File: config.mk
export PLATFORM = sky130hd
export DESIGN_NAME = ed_cell
export DESIGN_NICKNAME = d
export VERILOG_FILES = /design/src/design/ed_pkg.sv /design/src/design/ed_cell.sv
export SDC_FILE = /design/constraint.sdc
export NUM_CORES = 1
export LEC_CHECK = 0
export BUFFER_PORTS_ARGS = -buffer_cell sky130_fd_sc_hd__buf_4
export CAP_MARGIN = 25
export CORE_UTILIZATION = 54
export DETAILED_ROUTE_END_ITERATION = 10
export PLACE_DENSITY = 0.85
export SLEW_MARGIN = 30
export SYNTH_ARGS = -nofsm -noshare
export SYNTH_HDL_FRONTEND = slang
export SYNTH_SLANG_ARGS = --single-unit
File: constraint.sdc
create_clock -name vclk -period 5.5
set_clock_uncertainty 0.2 [all_clocks]
set_input_delay 0.55 -clock vclk [all_inputs]
set_output_delay 0.55 -clock vclk [all_outputs]
set_load 0.1 [all_outputs]
File: src/design/ed_pkg.sv
// Shared types and constants for the edit distance engine.
package ed_pkg;

  // Default string capacity and the fixed width of the distance field
  localparam int MAX_LEN_DEF = 256;
  localparam int DIST_W      = 9;

  // Request action codes
  localparam logic [1:0] ACT_FIRST   = 2'd0;
  localparam logic [1:0] ACT_SECOND  = 2'd1;
  localparam logic [1:0] ACT_COMPUTE = 2'd2;

  typedef struct packed {
    logic [1:0] action;
    logic [7:0] char_code;
  } item_t;

  typedef struct packed {
    logic [DIST_W-1:0] distance;
    logic              overflow;
  } result_t;

endpackage

File: src/design/ed_cell.sv
// Shared cost unit: one dynamic-programming cell, min of the three edit paths.
module ed_cell import ed_pkg::*; #(
  parameter int CW = 9
) (
  input  logic [CW-1:0] diag,
  input  logic [CW-1:0] up,
  input  logic [CW-1:0] left,
  input  logic          match,
  output logic [CW-1:0] cost
);

  logic [CW-1:0] sub_cost;
  logic [CW-1:0] del_cost;
  logic [CW-1:0] ins_cost;
  logic [CW-1:0] min_ab;

  // substitute costs nothing on a match
  assign sub_cost = match ? diag : diag + CW'(1);
  assign del_cost = up + CW'(1);
  assign ins_cost = left + CW'(1);

  assign min_ab = (sub_cost < del_cost) ? sub_cost : del_cost;
  assign cost   = (min_ab < ins_cost) ? min_ab : ins_cost;

endmodule

## Word level (Yosys, flattened, before mapping)

Index checks and enable logic that the tools add are counted.

| operators by class | value |
|---|---|
| $add $sub $neg | 3 |
| magnitude comparators | 2 |
| muxes and demuxes | 3 |

Operators with widths:

| kind | count |
|---|---|
| 9-bit by 1-bit adder with 9-bit output, second input constant | 3 |
| 9-bit 2-to-1 mux | 3 |
| 9-bit < comparator | 2 |

| storage, ports and cells | value |
|---|---|
| register bits | 0 |
| input bits | 28 |
| output and inout port bits | 9 |
| word-level logic and storage cells | 8 |

## Logic depth before layout (Yosys ltp)

| logic depth | value |
|---|---|
| depth in word-level cells | 6 |
| gate-level depth with buffers | 17 |
| gate-level depth less buffers | 17 |

## Worst setup path after synthesis

Ideal clock, no wire load.

| timing | value |
|---|---|
| path kind | input to output |
| start | input port diag[0] |
| end | output port cost[0] |
| data arrival time | 5.310 ns |
| required time | 4.750 ns |
| setup slack | -0.560 ns |
| stages | 14 |
| path buffers | 0 |
| cells stage by stage | ha_1 -> and2b_2 -> xnor2_1 -> inv_1 -> ha_1 -> a21oi_1 -> o21ai_2 -> a211oi_4 -> mux2_4 -> ha_1 -> nand4_1 -> a211o_1 -> o31ai_4 -> mux2i_1 |

| on the way | value |
|---|---|
| word-level cells in the longest chain between the ends | 6 |

Ends and longest elaborated chain:

| item | line | RTL |
|---|---|---|
| start: declaration | ed_cell.sv:5 | `input logic [CW-1:0] diag,` |
| 9-bit by 1-bit adder with 9-bit output | ed_cell.sv:18 | `assign sub_cost = match ? diag : diag + CW'(1);` |
| 9-bit 2-to-1 mux (*) | ed_cell.sv:18 |  |
| 9-bit < comparator | ed_cell.sv:22 | `assign min_ab = (sub_cost < del_cost) ? sub_cost : del_cost;` |
| 9-bit 2-to-1 mux (*) | ed_cell.sv:22 |  |
| 9-bit < comparator | ed_cell.sv:23 | `assign cost = (min_ab < ins_cost) ? min_ab : ins_cost;` |
| 9-bit 2-to-1 mux (*) | ed_cell.sv:23 |  |
| end: declaration | ed_cell.sv:9 | `output logic [CW-1:0] cost` |

Every way passes the cells marked *; elsewhere a longest branch is shown, timed or not.

## Worst setup path after layout

| timing | value |
|---|---|
| start | input port diag[0] |
| end | output port cost[7] |

The elaborated chain is that of the path after synthesis.

==> summary.md <==
| Metric | Value |
|---|---|
| Total area of sequential cells | `0 um2` |
| Setup TNS | `0 ps` |
| WS Path Type | `in2out` |
| Final design utilization | `0.843` |
| Place WS | `-122 ps` |
| HP Class | `in2out` |
| Post-synthesis mux area share | `0.192` |
| Wire length per cell | `15.3 um` |
| Die X-Extent | `47.2 um` |
| Final min period | `5360 ps` |
| Max cap viols | `0` |
| Global-route wire length before repair | `4.31 mm` |
| Count of final setup violators | `0` |
| Post-Synth Adder-Cell Area | `0.215` |
| Gr usage total | `0.265` |
| Cells on Worst Hold Path | `3` |
| Fmax | `0.187 GHz` |
| CP Max Fanout | `9` |
| Cell count after synthesis | `138` |
| Syn_nets | `185` |
| Slew headroom | `0.688` |
| Post-synthesis xor/xnor area fraction | `0.175` |
| Starting Density | `0.606` |
| DRT Wirelength | `3.10 mm` |
| Critical path startpoint category | `primary input` |
| Pleak | `0.723 nW` |
| Kind of cell adding the most delay to the critical path | `compound AO/OA/AOI/OAI gates` |
| Multi-input logic area | `1080 um2` |
| Most frequent cells in the layout | `33 x buf_4, 20 x inv_1, 19 x ha_1, 15 x xor2_1, 10 x nand2_1` |
| Post-DP HPWL | `2.52 mm` |
| Share of post-route cells with drive strength above 1 | `0.393` |
| Ranking of synthesized cells by area | `ha_1 22%, xor2_1 12%, mux2i_1 7.3%, inv_1 6.8%, mux2_4 6.8%` |
| Max Transition Viols Final | `0` |
| Yosys warning total | `0` |
| Sequential fraction of the synthesis area | `0` |
| DIE AREA | `2230 um2` |
| Antenna diode instance count | `0` |
| Top-Level Pins | `37` |
| Initial antenna violation count | `0` |
| Cells along the critical path | `buf_4, ha_1, and2b_2, xnor2_1, inv_1, ha_1, a21oi_2, o21ai_2, a211oi_4, buf_12, mux2i_1, ha_1, a211oi_1, o21ai_0, a21oi_2, o31ai_4, buf_12, mux2i_2, buf_4` |
| Final WS setup | `143 ps` |
| Vias | `1148` |
| Worst-Margin Slew | `465 ps` |
| Commonest non-fill, non-tap cell in the layout | `buf_4` |
| Synth cell types | `29` |
| Top cell type's share of synthesized area | `0.215` |
| Via-to-Cell Ratio | `5.66` |
| Final antenna-violating net count | `0` |
| Synth area leader | `ha_1` |
| Final hold vios | `0` |
| Tot Pwr | `333 uW` |
| Fill cell count | `108` |
| Critical path required time | `4750 ps` |
| Vias in the first global route | `1046` |
| Critical Path Sink Type | `primary output` |
| Worst vdd ir | `0.000265 V` |
| Buf/Inv on CP | `5` |
| Run status | `finished clean` |
| Final net count | `227` |
| PortBufs | `37` |
| Layout area overhead | `39.1%` |
| End of the worst hold path | `cost[0]` |
| CP most frequent cell | `ha_1` |
| Pin count of the biggest net entering global routing | `10` |
| Synthesized area per cell | `8.00 um2` |
| Slowest cell on crit path | `mux2i_1` |
| Simple-Gate Fraction of Synth Area | `0.185` |
| Final hold slack | `1300 ps` |
| Initial drt markers | `20` |
| CP arrival | `4610 ps` |
| Netlist Area Pre-Place | `1100 um2` |
| Hold Buf Count CTS | `0` |
| PwrDens | `217 nW/um2` |
| Synth Area in Compound Gates | `0.166` |
| Post-route clock period utilization | `0.974` |
| Final GP Congestion | `0.912` |
| Remaining DRCs | `0` |
| Largest family of logic cells by synthesized area | `adder cells` |
| Pre-antenna DRT Iters | `4` |
| Hold_sp | `left[0]` |
| DIE HEIGHT | `47.2 um` |
| Row cnt | `15` |
| Core area | `1820 um2` |
| Crit path largest cell delay | `340 ps` |
| Seq_cells | `0` |
| GRT Residual Overflow | `0` |
| Clock Buffer Count | `0` |
per-stage QoR:
step | instance area [um2] | cells
2_1_floorplan | 1120 | 138
5_1_grt | 1540 | 203
6_report | 1540 | 203
4_1_cts | 1480 | 203
3_5_place_dp | 1460 | 202
3_3_place_gp | 1460 | 202
metal layers:
metal / GRT usage / vias to the layer above / routed length, um
met1: 0.367 / 536 / 1390
met2: 0.450 / 29 / 1560
met5: 0 / - / 0
met4: 0.0514 / 0 / 34
li1: - / 579 / -
met3: 0.0192 / 4 / 119
how the worst max path moves through the flow:
stage | from | endpoint | slack, ps | depth (start not counted)
after global routing | match | cost[7] | -60 | 19
after floorplan | diag[0] | cost[0] | -110 | 14
after detailed placement | diag[0] | cost[7] | -120 | 18
after global placement | diag[0] | cost[5] | 50 | 18
final | diag[0] | cost[7] | 140 | 19
after CTS | diag[0] | cost[1] | 60 | 21
cell families (layout without fill, tap and decap cells):
| group | count (synthesis) | in the layout |
|---|---|---|
| and+or+nand+nor | 37 | 37 |
| xor gates and xnor gates | 22 | 22 |
| muxes | 18 | 18 |
| buffers and inverters | 20 | 60 |
| AOI/OAI and AO/OA | 22 | 22 |
| adders and majority gates | 19 | 19 |
synthesized netlist by cell type, drive strengths merged:
cell type and n:
a2111oi 1, a211o 2, a211oi 4, a21oi 7, and2b 1, and3 2, and4 2, ha 19
inv 20, mux2 10, mux2i 8, nand2 11, nand3 6, nand4 6, nand4b 3, nor2 4
nor3 2, o211ai 1, o21ai 5, o31ai 2, xnor2 7, xor2 15
tightest hold or removal path, stage by stage:
cell and delay [ps]:
buf_4 110, mux2i_2 60, buf_4 230
area by class of cell:
class | instances | area share
repair buffers | 40 | 0.224
well taps | 25 | 0.0204
inverters | 20 | 0.0489
multi-input cells | 118 | 0.707
where the power goes:
group | leakage (nW) | switching [mW] | internal, mW | total (mW)
registers | 0 | 0 | 0 | 0
clock network | 0 | 0 | 0 | 0
logic | 0.723 | 0.214 | 0.119 | 0.333
total | 0.723 | 0.214 | 0.119 | 0.333
repair_timing:
item | 4_1_cts | 5_1_grt
gates resized for setup | 0 | 12
cloned | 0 | 0
pin swaps | 1 | 5
endpoints found under the setup margin | 9 | 9
buffers inserted | 1 | 0
Note: power is estimated with default switching activity, not from simulation.
